`config.mk`:
```
export PLATFORM = sky130hd
export DESIGN_NAME = multi_stack_shared_array
export DESIGN_NICKNAME = d
export VERILOG_FILES = /design/src/sv/msa_pkg.sv /design/src/sv/msa_ram.sv /design/src/sv/msa_ctrl.sv /design/src/sv/msa_dp.sv /design/src/sv/multi_stack_shared_array.sv
export VERILOG_INCLUDE_DIRS = /design/src /design/src/sv
export SDC_FILE = /design/constraint.sdc
export NUM_CORES = 1
export LEC_CHECK = 0
export BUFFER_PORTS_ARGS = -buffer_cell sky130_fd_sc_hd__buf_2
export CAP_MARGIN = 20
export CORE_MARGIN = 2
export CORE_UTILIZATION = 30
export CTS_BUF_LIST = sky130_fd_sc_hd__clkbuf_2 sky130_fd_sc_hd__clkbuf_4 sky130_fd_sc_hd__clkbuf_8
export CTS_CLUSTER_DIAMETER = 120
export DETAILED_ROUTE_END_ITERATION = 10
export HOLD_SLACK_MARGIN = 0.15
export PLACE_DENSITY = 0.42
export SETUP_SLACK_MARGIN = 0.3
export SYNTH_ARGS = -nofsm -noshare
export SYNTH_HDL_FRONTEND = slang
export SYNTH_SLANG_ARGS = --single-unit
```
`constraint.sdc`:
```
create_clock -name clk -period 5.7 [get_ports clk]
set_input_delay 1.14 -clock clk [delete_from_list [all_inputs] [get_ports clk]]
set_output_delay 1.14 -clock clk [all_outputs]
set_load 0.005 [all_outputs]
```
`src/sv/multi_stack_shared_array_defines.svh`:
```
// ---------------------------------------------------------------------------
// Assertion macros for the shared-array stack block.
// Each macro takes a label, the clock, the reset, an antecedent, a consequent and a message.
// ---------------------------------------------------------------------------
`ifndef MULTI_STACK_SHARED_ARRAY_DEFINES_SVH
`define MULTI_STACK_SHARED_ARRAY_DEFINES_SVH

// The consequent must hold in the same cycle as the antecedent.
`define MSA_ASSERT_SAME(label, clk, rst, ante, cons, msg) \
  label: assert property (@(posedge clk) disable iff (rst) (ante) |-> (cons)) \
    else $error(msg);

// The consequent must hold in the cycle after the antecedent.
`define MSA_ASSERT_NEXT(label, clk, rst, ante, cons, msg) \
  label: assert property (@(posedge clk) disable iff (rst) (ante) |=> (cons)) \
    else $error(msg);

`endif

```
`src/sv/msa_pkg.sv`:
```
// ---------------------------------------------------------------------------
// msa_pkg
// Types and constants shared by the shared-array stack block.
// ---------------------------------------------------------------------------
`timescale 1ns / 1ps
`default_nettype none

package msa_pkg;

  // Field widths fixed by the item format.
  localparam int WORD_W     = 32;
  localparam int STK_W      = 5;
  localparam int NUM_W      = 6;
  localparam int STATUS_W   = 2;
  localparam int MAX_STACKS = 32;

  // Operation codes.
  localparam logic FUNC_PUSH = 1'b0;
  localparam logic FUNC_POP  = 1'b1;

  // Result status codes.
  localparam logic [STATUS_W-1:0] STATUS_OK      = 2'd0;
  localparam logic [STATUS_W-1:0] STATUS_FULL    = 2'd1;
  localparam logic [STATUS_W-1:0] STATUS_EMPTY   = 2'd2;
  localparam logic [STATUS_W-1:0] STATUS_INVALID = 2'd3;

  // Controller states.
  typedef enum logic [1:0] {
    S_IDLE,
    S_BASE,
    S_EXEC,
    S_OUT
  } msa_state_t;

  // Commands from the controller to the datapath.
  typedef struct packed {
    logic load;    // capture the incoming item
    logic calc;    // work out segment bases and the current top
    logic exec;    // decide the status and touch the store
    logic cfg_wr;  // take a new stack count and empty every stack
  } msa_cmd_t;

endpackage

`default_nettype wire

```
`src/sv/msa_ram.sv`:
```
// ---------------------------------------------------------------------------
// msa_ram
// Generic single-write, single-read RAM with a registered read port.
// ---------------------------------------------------------------------------
`timescale 1ns / 1ps
`default_nettype none

module msa_ram #(
  parameter int WIDTH = 32,
  parameter int DEPTH = 32
) (
  input  wire logic                     clk,
  input  wire logic                     wr_en,
  input  wire logic [$clog2(DEPTH)-1:0] wr_addr,
  input  wire logic [WIDTH-1:0]         wr_data,
  input  wire logic                     rd_en,
  input  wire logic [$clog2(DEPTH)-1:0] rd_addr,
  output      logic [WIDTH-1:0]         rd_data
);

  logic [WIDTH-1:0] mem [DEPTH];

  // Write port.
  always_ff @(posedge clk) begin
    if (wr_en) begin
      mem[wr_addr] <= wr_data;
    end
  end

  // Read port; the data holds until the next enabled read.
  always_ff @(posedge clk) begin
    if (rd_en) begin
      rd_data <= mem[rd_addr];
    end
  end

endmodule

`default_nettype wire

```
`src/sv/msa_ctrl.sv`:
```
// ---------------------------------------------------------------------------
// msa_ctrl
// Controller for the shared-array stacks: sequences one item at a time.
// ---------------------------------------------------------------------------
`timescale 1ns / 1ps
`default_nettype none

module msa_ctrl
  import msa_pkg::*;
(
  input  wire logic clk,
  input  wire logic rst,
  input  wire logic in_valid,
  output      logic in_stall,
  input  wire logic out_stall,
  output      logic out_valid,
  input  wire logic cfg_valid,
  output      logic cfg_ready,
  output      msa_cmd_t cmd
);

  msa_state_t state;
  msa_state_t state_next;

  // State register.
  always_ff @(posedge clk) begin
    if (rst) begin
      state <= S_IDLE;
    end else begin
      state <= state_next;
    end
  end

  // Next state and command outputs; reset keeps every channel closed.
  always_comb begin
    state_next = state;
    in_stall   = 1'b1;
    out_valid  = 1'b0;
    cfg_ready  = 1'b0;
    cmd        = '0;
    case (state)
      S_IDLE: begin
        in_stall   = rst;
        cfg_ready  = !rst;
        cmd.cfg_wr = cfg_valid && !rst;
        cmd.load   = in_valid && !rst;
        if (in_valid && !rst) begin
          state_next = S_BASE;
        end
      end
      S_BASE: begin
        cmd.calc   = 1'b1;
        state_next = S_EXEC;
      end
      S_EXEC: begin
        cmd.exec   = 1'b1;
        state_next = S_OUT;
      end
      S_OUT: begin
        out_valid = !rst;
        if (!out_stall) begin
          state_next = S_IDLE;
        end
      end
      default: begin
        state_next = S_IDLE;
      end
    endcase
  end

endmodule

`default_nettype wire

```
`src/sv/msa_dp.sv`:
```
// ---------------------------------------------------------------------------
// msa_dp
// Datapath for the shared-array stacks: layout, top pointers and the store.
// ---------------------------------------------------------------------------
`timescale 1ns / 1ps
`default_nettype none

module msa_dp
  import msa_pkg::*;
#(
  parameter int STORE_DEPTH = 32
) (
  input  wire logic                       clk,
  input  wire logic                       rst,
  input  wire msa_cmd_t                   cmd,
  input  wire logic [NUM_W-1:0]           num_stacks,
  input  wire logic                       func,
  input  wire logic [STK_W-1:0]           stack_index,
  input  wire logic signed [WORD_W-1:0]   push_value,
  output      logic [STATUS_W-1:0]        status,
  output      logic signed [WORD_W-1:0]   pop_value
);

  localparam int AW = $clog2(STORE_DEPTH);
  localparam int PW = AW + 1;
  localparam int SW = $clog2(STORE_DEPTH + 1);
  localparam int MW = SW + STK_W;
  localparam logic signed [PW-1:0] LAST_POS = PW'(STORE_DEPTH - 1);
  localparam logic signed [PW-1:0] ONE_POS  = PW'(1);

  // Segment size for each stack count, fixed at elaboration.
  logic [SW-1:0] seg_tab [MAX_STACKS];
  for (genvar k = 0; k < MAX_STACKS; k++) begin : g_seg
    localparam int SegK = STORE_DEPTH / (k + 1);
    assign seg_tab[k] = SW'(SegK);
  end

  // Layout registers.
  logic [NUM_W-1:0] n_cnt;
  logic [SW-1:0]    seg;
  logic [NUM_W-1:0] cfg_n;

  // Per-stack tops; a stack whose valid bit is clear sits at its empty base.
  logic signed [PW-1:0] top_pos [MAX_STACKS];
  logic [MAX_STACKS-1:0] top_valid;

  // Item registers.
  logic                 func_r;
  logic [STK_W-1:0]     idx_r;
  logic [WORD_W-1:0]    val_r;

  // Base stage registers.
  logic signed [PW-1:0] base_lo;
  logic signed [PW-1:0] base_hi;
  logic signed [PW-1:0] top_cur;
  logic                 invalid;

  // Result registers.
  logic                 pop_ok;
  logic [WORD_W-1:0]    rd_data;

  logic [MW-1:0]        prod;
  logic signed [PW-1:0] base_lo_c;
  logic signed [PW-1:0] base_hi_c;
  logic                 last_stack;
  logic                 full;
  logic                 empty;
  logic                 do_push;
  logic                 do_pop;
  logic signed [PW-1:0] top_inc;
  logic signed [PW-1:0] top_dec;
  logic [STATUS_W-1:0]  status_next;

  // Clamp the written stack count into one to the maximum.
  always_comb begin
    if (num_stacks == '0) begin
      cfg_n = NUM_W'(1);
    end else if (num_stacks > NUM_W'(MAX_STACKS)) begin
      cfg_n = NUM_W'(MAX_STACKS);
    end else begin
      cfg_n = num_stacks;
    end
  end

  // Layout registers; reset holds one stack over the whole store.
  always_ff @(posedge clk) begin
    if (rst) begin
      n_cnt <= NUM_W'(1);
      seg   <= SW'(STORE_DEPTH);
    end else if (cmd.cfg_wr) begin
      n_cnt <= cfg_n;
      seg   <= seg_tab[STK_W'(cfg_n - NUM_W'(1))];
    end
  end

  // Item capture.
  always_ff @(posedge clk) begin
    if (cmd.load) begin
      func_r <= func;
      idx_r  <= stack_index;
      val_r  <= push_value;
    end
  end

  // Segment bases of the addressed stack and the one above it.
  assign prod       = MW'(seg) * MW'(idx_r);
  assign base_lo_c  = $signed(prod[PW-1:0]) - ONE_POS;
  assign last_stack = (NUM_W'(idx_r) + NUM_W'(1)) == n_cnt;
  assign base_hi_c  = last_stack ? LAST_POS : (base_lo_c + $signed(PW'(seg)));

  always_ff @(posedge clk) begin
    if (cmd.calc) begin
      base_lo <= base_lo_c;
      base_hi <= base_hi_c;
      top_cur <= top_valid[idx_r] ? top_pos[idx_r] : base_lo_c;
      invalid <= NUM_W'(idx_r) >= n_cnt;
    end
  end

  // Decide the outcome of the item.
  assign full    = (top_cur == base_hi) || (top_cur >= LAST_POS);
  assign empty   = (top_cur == base_lo);
  assign top_inc = top_cur + ONE_POS;
  assign top_dec = top_cur - ONE_POS;
  assign do_push = cmd.exec && !invalid && (func_r == FUNC_PUSH) && !full;
  assign do_pop  = cmd.exec && !invalid && (func_r == FUNC_POP) && !empty;

  always_comb begin
    if (invalid) begin
      status_next = STATUS_INVALID;
    end else if (func_r == FUNC_PUSH) begin
      status_next = full ? STATUS_FULL : STATUS_OK;
    end else begin
      status_next = empty ? STATUS_EMPTY : STATUS_OK;
    end
  end

  // Top valid bits are control state and clear on reset or a new layout.
  always_ff @(posedge clk) begin
    if (rst || cmd.cfg_wr) begin
      top_valid <= '0;
    end else if (do_push || do_pop) begin
      top_valid[idx_r] <= 1'b1;
    end
  end

  // Top pointer update.
  always_ff @(posedge clk) begin
    if (do_push) begin
      top_pos[idx_r] <= top_inc;
    end else if (do_pop) begin
      top_pos[idx_r] <= top_dec;
    end
  end

  // Result registers.
  always_ff @(posedge clk) begin
    if (cmd.exec) begin
      status <= status_next;
      pop_ok <= do_pop;
    end
  end

  // Word store.
  msa_ram #(
    .WIDTH (WORD_W),
    .DEPTH (STORE_DEPTH)
  ) u_store (
    .clk     (clk),
    .wr_en   (do_push),
    .wr_addr (top_inc[AW-1:0]),
    .wr_data (val_r),
    .rd_en   (do_pop),
    .rd_addr (top_cur[AW-1:0]),
    .rd_data (rd_data)
  );

  // Popped word, or zero for every other outcome.
  assign pop_value = pop_ok ? $signed(rd_data) : '0;

endmodule

`default_nettype wire

```
`src/sv/multi_stack_shared_array.sv`:
```
// ---------------------------------------------------------------------------
// multi_stack_shared_array
// Several stacks sharing one word store split into equal segments, the last taking any remainder.
// ---------------------------------------------------------------------------
//  Channel  Handshake              Payload
//  in       in_valid / in_stall    func, stack_index, push_value
//  out      out_valid / out_stall  status, pop_value
//  cfg      cfg_valid / cfg_ready  num_stacks
//
// An item passes through the controller states in turn: capture, base
// multiply, store access, result. Its result is offered in S_OUT, after the
// base and store-access states, and the next item can be accepted in the cycle
// after the result is taken, so the block takes no new item before the last
// result is through. The separate base stage and the registered read of the
// word RAM set the length of this sequence. A pending result holds the input
// and configuration closed until it leaves, also while the output is stalled.
// Reset keeps all channels closed and leaves one stack over the whole store,
// empty; a stack count write empties every stack.
// ---------------------------------------------------------------------------
`timescale 1ns / 1ps
`default_nettype none

`include "multi_stack_shared_array_defines.svh"

module multi_stack_shared_array
  import msa_pkg::*;
#(
  parameter int STORE_DEPTH = 32
) (
  input  wire logic                     clk,
  input  wire logic                     rst,
  input  wire logic                     in_valid,
  output      logic                     in_stall,
  input  wire logic                     func,
  input  wire logic [STK_W-1:0]         stack_index,
  input  wire logic signed [WORD_W-1:0] push_value,
  output      logic                     out_valid,
  input  wire logic                     out_stall,
  output      logic [STATUS_W-1:0]      status,
  output      logic signed [WORD_W-1:0] pop_value,
  input  wire logic                     cfg_valid,
  output      logic                     cfg_ready,
  input  wire logic [NUM_W-1:0]         num_stacks
);

  msa_cmd_t cmd;

  // Sequencer.
  msa_ctrl u_ctrl (
    .clk       (clk),
    .rst       (rst),
    .in_valid  (in_valid),
    .in_stall  (in_stall),
    .out_stall (out_stall),
    .out_valid (out_valid),
    .cfg_valid (cfg_valid),
    .cfg_ready (cfg_ready),
    .cmd       (cmd)
  );

  // Layout, pointers and store.
  msa_dp #(
    .STORE_DEPTH (STORE_DEPTH)
  ) u_dp (
    .clk         (clk),
    .rst         (rst),
    .cmd         (cmd),
    .num_stacks  (num_stacks),
    .func        (func),
    .stack_index (stack_index),
    .push_value  (push_value),
    .status      (status),
    .pop_value   (pop_value)
  );

  // Only a successful pop returns a nonzero word.
  `MSA_ASSERT_SAME(a_value_zero, clk, rst, out_valid && (status != STATUS_OK), pop_value == '0, "pop_value nonzero without ok status")
  // An accepted item closes the input until its result is taken.
  `MSA_ASSERT_NEXT(a_one_item, clk, rst, in_valid && !in_stall, in_stall && !out_valid, "input open while an item is in flight")
  // A pending result keeps the input and configuration closed.
  `MSA_ASSERT_SAME(a_out_blocks, clk, rst, out_valid, in_stall && !cfg_ready, "input open while a result is pending")
  // A taken result reopens the input in the following cycle.
  `MSA_ASSERT_NEXT(a_reopen, clk, rst, out_valid && !out_stall, !in_stall && !out_valid, "input not reopened after result")

endmodule

`default_nettype wire
```
=== Word-level counts from Yosys, hierarchy flattened ===
Memories as Yosys holds them, arrays and structs flattened. A register that Yosys moved wholly into a read port is not among the register bits.
Index checks and enable logic that the tools add are counted.

* Add/subtract/negate cells: 6
* Multipliers: 1
* Order comparisons: 5
* Equality and inequality tests: 8
* Mux-type cells: 28
* Bitwise operators: 4
* Reduce and logical (&&, ||, !) cells: 18

{| class="wikitable"
|+ Operator list
! kind !! count
|-
| two-way mux 32 bit || 1
|-
| OR 32 bit || 1
|-
| two-way mux 6 bit || 4
|-
| == test 6 bit || 3
|-
| two-way mux 1 bit || 15
|-
| subtractor 6 x 2 -> 6 bit (second input constant) || 2
|-
| logical AND 1 bit || 8
|-
| two-way mux 2 bit || 4
|-
| one-hot mux 2 bit (4 select lines) || 1
|-
| adder 5 x 1 -> 6 bit (second input constant) || 1
|-
| adder 6 x 2 -> 6 bit (second input constant) || 1
|-
| adder 6 bit || 1
|-
| >= comparator 5 x 6 -> 1 bit || 1
|-
| >= comparator 6 bit (second input constant) || 1
|-
| greater-than comparator 6 bit (second input constant) || 1
|-
| logical NOT 6 bit || 1
|-
| less-than comparator 5 x 6 -> 1 bit (second input constant) || 1
|-
| multiplier 6 x 5 -> 6 bit || 1
|-
| inverter 5 -> 6 bit || 1
|-
| binary-select mux 1 bit (select 5 bit) || 1
|-
| demux 1 bit (select 5 bit) || 1
|-
| >= comparator 5 x 1 -> 1 bit (second input constant) || 1
|-
| two-way mux 5 bit || 1
|-
| subtractor 5 x 1 -> 5 bit (second input constant) || 1
|-
| 10 further kinds || 16
|}

* Register bits after elaboration: 100
* RAM bits: 1216
* Memory bits (read-only): 192
* Input port bits: 49
* Logic and storage cells: 85
* Memories kept: 3

{| class="wikitable"
|+ Memory list
! memory !! depth !! width !! read ports !! clocked after memory_dff !! write ports !! line !! text
|-
| u_dp.u_store.mem || 32 || 32 || 1 || 1 || 1 || msa_ram.sv:21 || <nowiki>logic [WIDTH-1:0] mem [DEPTH];</nowiki>
|-
| (no name shown) || 32 || 6 || 1 || 1 || 0 || msa_dp.sv:92 || <nowiki>seg <= seg_tab[STK_W'(cfg_n - NUM_W'(1))];</nowiki>
|-
| u_dp.top_pos || 32 || 6 || 1 || 1 || 1 || msa_dp.sv:44 || <nowiki>logic signed [PW-1:0] top_pos [MAX_STACKS];</nowiki>
|}

=== Depth between registers and ports, before layout ===
* Depth after elaboration: 9
* Mapped depth: 18
* Mapped depth without buffers: 16

=== Hierarchy ===
Synthesis repeated with hierarchy kept, for this count alone.

* Cell total of the unflattened synthesis: 3113
* Area, all modules: 53988.0 sq um

{| class="wikitable"
|+ Modules (own cells, without submodules)
! module !! instances !! cells an instance !! area an instance (sq um) !! sequential area each (sq um)
|-
| msa_ram || 1 || 2260 || 40805.4 || 31710.4
|-
| msa_dp || 1 || 831 || 12978.7 || 8548.2
|-
| msa_ctrl || 1 || 22 || 203.9 || 40.0
|}

=== Least setup slack after synthesis ===
No wires, ideal clock.

* Kind: register -> register
* From: register u_dp.idx_r[2]
* To: register u_dp.base_hi[5], data pin
* Setup time: 0.255 ns
* Data arrival time: 3.911 ns
* Required time: 5.445 ns
* Slack: 1.535 ns
* Stages on the path, launching flop included: 16
* Path buffers: 2
* Period minus slack after synthesis: 4.165 ns
* Cells stage by stage: edfxtp_1 -> clkbuf_1 -> clkbuf_1 -> nand2_1 -> fa_1 -> inv_1 -> fa_1 -> fa_1 -> ha_1 -> xor2_1 -> ha_1 -> nand3_1 -> o311ai_0 -> a311oi_1 -> xnor2_1 -> and2_1

* Longest elaborated chain between the ends: 3
* Elaborated cells between the ends (all ways): 5
* Those cells by class: add/sub: 3; mul: 1; eq/ne: 1

{| class="wikitable"
|+ Ends and longest elaborated chain
! element !! line !! text
|-
| start: declaration || msa_dp.sv:49 || <nowiki>logic [STK_W-1:0] idx_r;</nowiki>
|-
| start signal: assignment || msa_dp.sv:100 || <nowiki>idx_r <= stack_index;</nowiki>
|-
| multiplier 6 x 5 -> 6 bit || msa_dp.sv:106 || <nowiki>assign prod = MW'(seg) * MW'(idx_r);</nowiki>
|-
| subtractor 6 x 2 -> 6 bit || msa_dp.sv:107 || <nowiki>assign base_lo_c = $signed(prod[PW-1:0]) - ONE_POS;</nowiki>
|-
| via u_dp.base_lo_c[4] || msa_dp.sv:63 || <nowiki>logic signed [PW-1:0] base_lo_c;</nowiki>
|-
| adder 6 bit || msa_dp.sv:109 || <nowiki>assign base_hi_c = last_stack ? LAST_POS : (base_lo_c + $signed(PW'(seg)));</nowiki>
|-
| end signal: assignment || msa_dp.sv:114 || <nowiki>base_hi <= base_hi_c;</nowiki>
|-
| end: declaration || msa_dp.sv:54 || <nowiki>logic signed [PW-1:0] base_hi;</nowiki>
|}

The timed path passes the listed nets, and every way through them passes these cells.
A chain may end at the register's enable or synchronous reset.

=== Worst setup path in the final report ===
Ends and elaborated chain as after synthesis.

==> impl_metrics.json <==
{
  "ctsHoldBuffers": 0,
  "via_count": 25100,
  "syn_nets": 2556,
  "fmax_mhz": 222,
  "ant_nets": 0,
  "ys.flop_type": "edfxtp_1",
  "crit_chain": "nand2_1, fa_1, inv_1, fa_1, fa_1, ha_1, xor2_1, ha_1, nor4b_1, a21oi_1, o311ai_0, a311oi_1, xnor2_1, and2_1",
  "clkSlewWorstSetupHoldPaths_ns": 0.06,
  "cp_top_family": "adder cells",
  "slew_headroom_pct": 24.8,
  "grt_pass1_wl_um": 200000,
  "pin_count": 86,
  "required_ns": 6.36,
  "setup_viol": 0,
  "cts_root_buf": "clkbuf_8",
  "cp_slowest_cell": "edfxtp_1",
  "yosysWarnings": 0,
  "tightest_slew_ns": 1.13,
  "dr.pass1.iters": 5,
  "end_kind": "flop",
  "antenna_found_initial": 2,
  "rr_startpoint": "u_dp.idx_r[2]$_DFFE_PP_",
  "grtUsageTotal_pct": 15.5,
  "yosys-top-cells-count": "edfxtp_1, mux4_2, nand2_1",
  "grt_max_degree": 106,
  "tritoncts": "done",
  "r2r-end": "u_dp.base_hi[5]$_SDFFCE_PN0N_",
  "area_delta_synth_final_pct": 16.3,
  "hold_path_class": "in2reg",
  "whs_ns": 0.344,
  "dp.cells": 4837,
  "busiest_layer": "met2",
  "die_w_um": 425,
  "worst-path-buf-inv": 1,
  "via_per_inst": 4.75,
  "fin_util_pct": 35.1,
  "synth-edff-count": 1308,
  "path_class": "reg2reg",
  "synth_top_area_cell": "edfxtp_1",
  "maxSlewViolCount": 0,
  "crit_arrival_ns": 5.17,
  "die_y_um": 425,
  "gp_congestion": 0.731,
  "syn_area_um2": 53200,
  "place_area_um2": 56800,
  "cp_common_cell": "fa_1",
  "cts_buffer_depth": 3,
  "p_per_area_nw_per_um2": 408,
  "grt_pass1_vias": 27500,
  "grtUsageMet3_pct": 2.83,
  "cts_setup_buffers": 0,
  "wire_per_inst_um": 26.4,
  "hp-start": "push_value[7]",
  "outcome": "finished, final reports clean",
  "leakage_uw": 0.0198,
  "ys_seq_elements": 1359,
  "fin_skew_ns": 0.0728,
  "grt_use_met2_pct": 26.6,
  "avgSynthCellArea_um2": 21.6,
  "ir_drop_v": 0.000245,
  "post-synth-top-count-cell": "edfxtp_1",
  "fin_crit_ns": 4.51,
  "synth.distinct_cells": 59,
  "cap_viol_max_count": 0,
  "reg2reg_slack_ns": 1.19,
  "min_path_cells": 1,
  "synth_area_leaders": "edfxtp_1, mux4_2, dfxtp_1",
  "synthDominantCellAreaShare_pct": 73.8,
  "tns_ns": 0,
  "drive_gt1_share_pct": 33.7,
  "nets": 2845,
  "rows": 154,
  "drtIter0Drc": 1975,
  "io_buffers": 85,
  "cts_buffers": 228,
  "cp_max_fo": 22,
  "final_area_um2": 61900,
  "clk_latency_ns": 0.97,
  "netlist_instances": 2464,
  "fp.dieArea_um2": 181000,
  "holdPathEnd": "u_dp.val_r[7]$_DFFE_PP_",
  "ys_seq_area_share_pct": 75.7,
  "use_met1_pct": 20.1,
  "drc": 0,
  "rsz0062_at_grt": "no",
  "overflow": 0,
  "max_stage_delay_ns": 0.80,
  "cts.sinks": 1359,
  "initial_core_util_pct": 30.2,
  "cp-start-kind": "flop",
  "instances_no_fill": 5289,
  "h-tree-depth": 4,
  "core_area_um2": 176000,
  "finalHoldViolCount": 0,
  "rr_worst_depth": 14,
  "routed_wl_um": 139000,
  "async_reset_ff_share_pct": 0,
  "hpwl_um": 78200,
  "cts_resized": 0,
  "min_period_over_period_pct": 79.2
}
-- area by class of cell --
| class | instances | area [um2] |
|---|---|---|
| Fill cell | 16400 | 114000 |
| Sequential cell | 1359 | 40300 |
| Multi-Input combinational cell | 955 | 12400 |
| Clock buffer | 308 | 3760 |
| Tap cell | 2340 | 2930 |
| Timing Repair Buffer | 180 | 1630 |
| Clock inverter | 112 | 717 |
| Inverter | 29 | 115 |
| Antenna cell | 6 | 15.0 |
-- cells in the final DEF, fill, tap and decap left out, drive strengths merged, types with 36 or more instances in the layout --
master,instances
and2,42
o21ai,49
inv,41
nor2,89
clkbuf,308
ha,36
buf,180
clkinv,94
mux4,388
dfxtp,51
nand2,189
edfxtp,1308
-- logic make-up after synthesis --
kind of cell / share of synthesized area (%)
adder cells (fa/ha/maj): 1.11
XOR/XNOR: 0.745
multiplexers: 16.6
AND/OR/NAND/NOR: 3.11
flip-flops: 75.7
AO/OA/AOI/OAI: 1.14
buffers and inverters: 1.54
-- report_power, final --
part | switching, uW | internal (uW)
sequential | 271 | 11700
clock | 4030 | 4500
combinational | 2820 | 1910
-- metrics by stage --
step / worst slack (ns) / power (uW)
after floorplan: 1.53 / 15100
after global placement: 1.11 / 16900
after detailed placement: 1.17 / 17000
after CTS: 1.15 / 25600
after global routing: 0.776 / 26400
final: 1.19 / 25200
-- flip-flops by register name, indices dropped and copies added (netlist names), named ones only --
register	count
u_dp.invalid	1
u_ctrl.state	2
u_dp.func_r	1
u_dp.base_lo	6
u_dp.val_r	32
u_dp.top_cur	6
u_dp.u_store.rd_data	32
u_dp.u_store.mem	1024
u_dp.pop_ok	1
u_dp.seg	6
u_dp.top_pos	192
u_dp.status	2
u_dp.base_hi	6
u_dp.n_cnt	6
u_dp.top_valid	32
u_dp.idx_r	5
-- layer usage --
metal | routed length, um | up-vias
met5 | 0 | -
met4 | 2290 | 0
met3 | 5970 | 197
met2 | 71000 | 583
met1 | 60200 | 13600
li1 | - | 10800
-- worst max path at each step --
stage	start	end	slack (ns)	depth (start not counted)
after floorplan	u_dp.idx_r[2]$_DFFE_PP_	u_dp.base_hi[5]$_SDFFCE_PN0N_	1.53	15
after global placement	u_dp.idx_r[2]$_DFFE_PP_	u_dp.base_hi[5]$_SDFFCE_PN0N_	1.11	14
after detailed placement	u_dp.idx_r[2]$_DFFE_PP_	u_dp.base_hi[5]$_SDFFCE_PN0N_	1.17	14
after CTS	u_dp.idx_r[2]$_DFFE_PP_	u_dp.base_hi[5]$_SDFFCE_PN0N_	1.15	14
after global routing	u_dp.idx_r[2]$_DFFE_PP_	u_dp.base_hi[5]$_SDFFCE_PN0N_	0.78	14
final	u_dp.idx_r[2]$_DFFE_PP_	u_dp.base_hi[5]$_SDFFCE_PN0N_	1.19	14
Note: power is estimated with default switching activity, not from simulation.
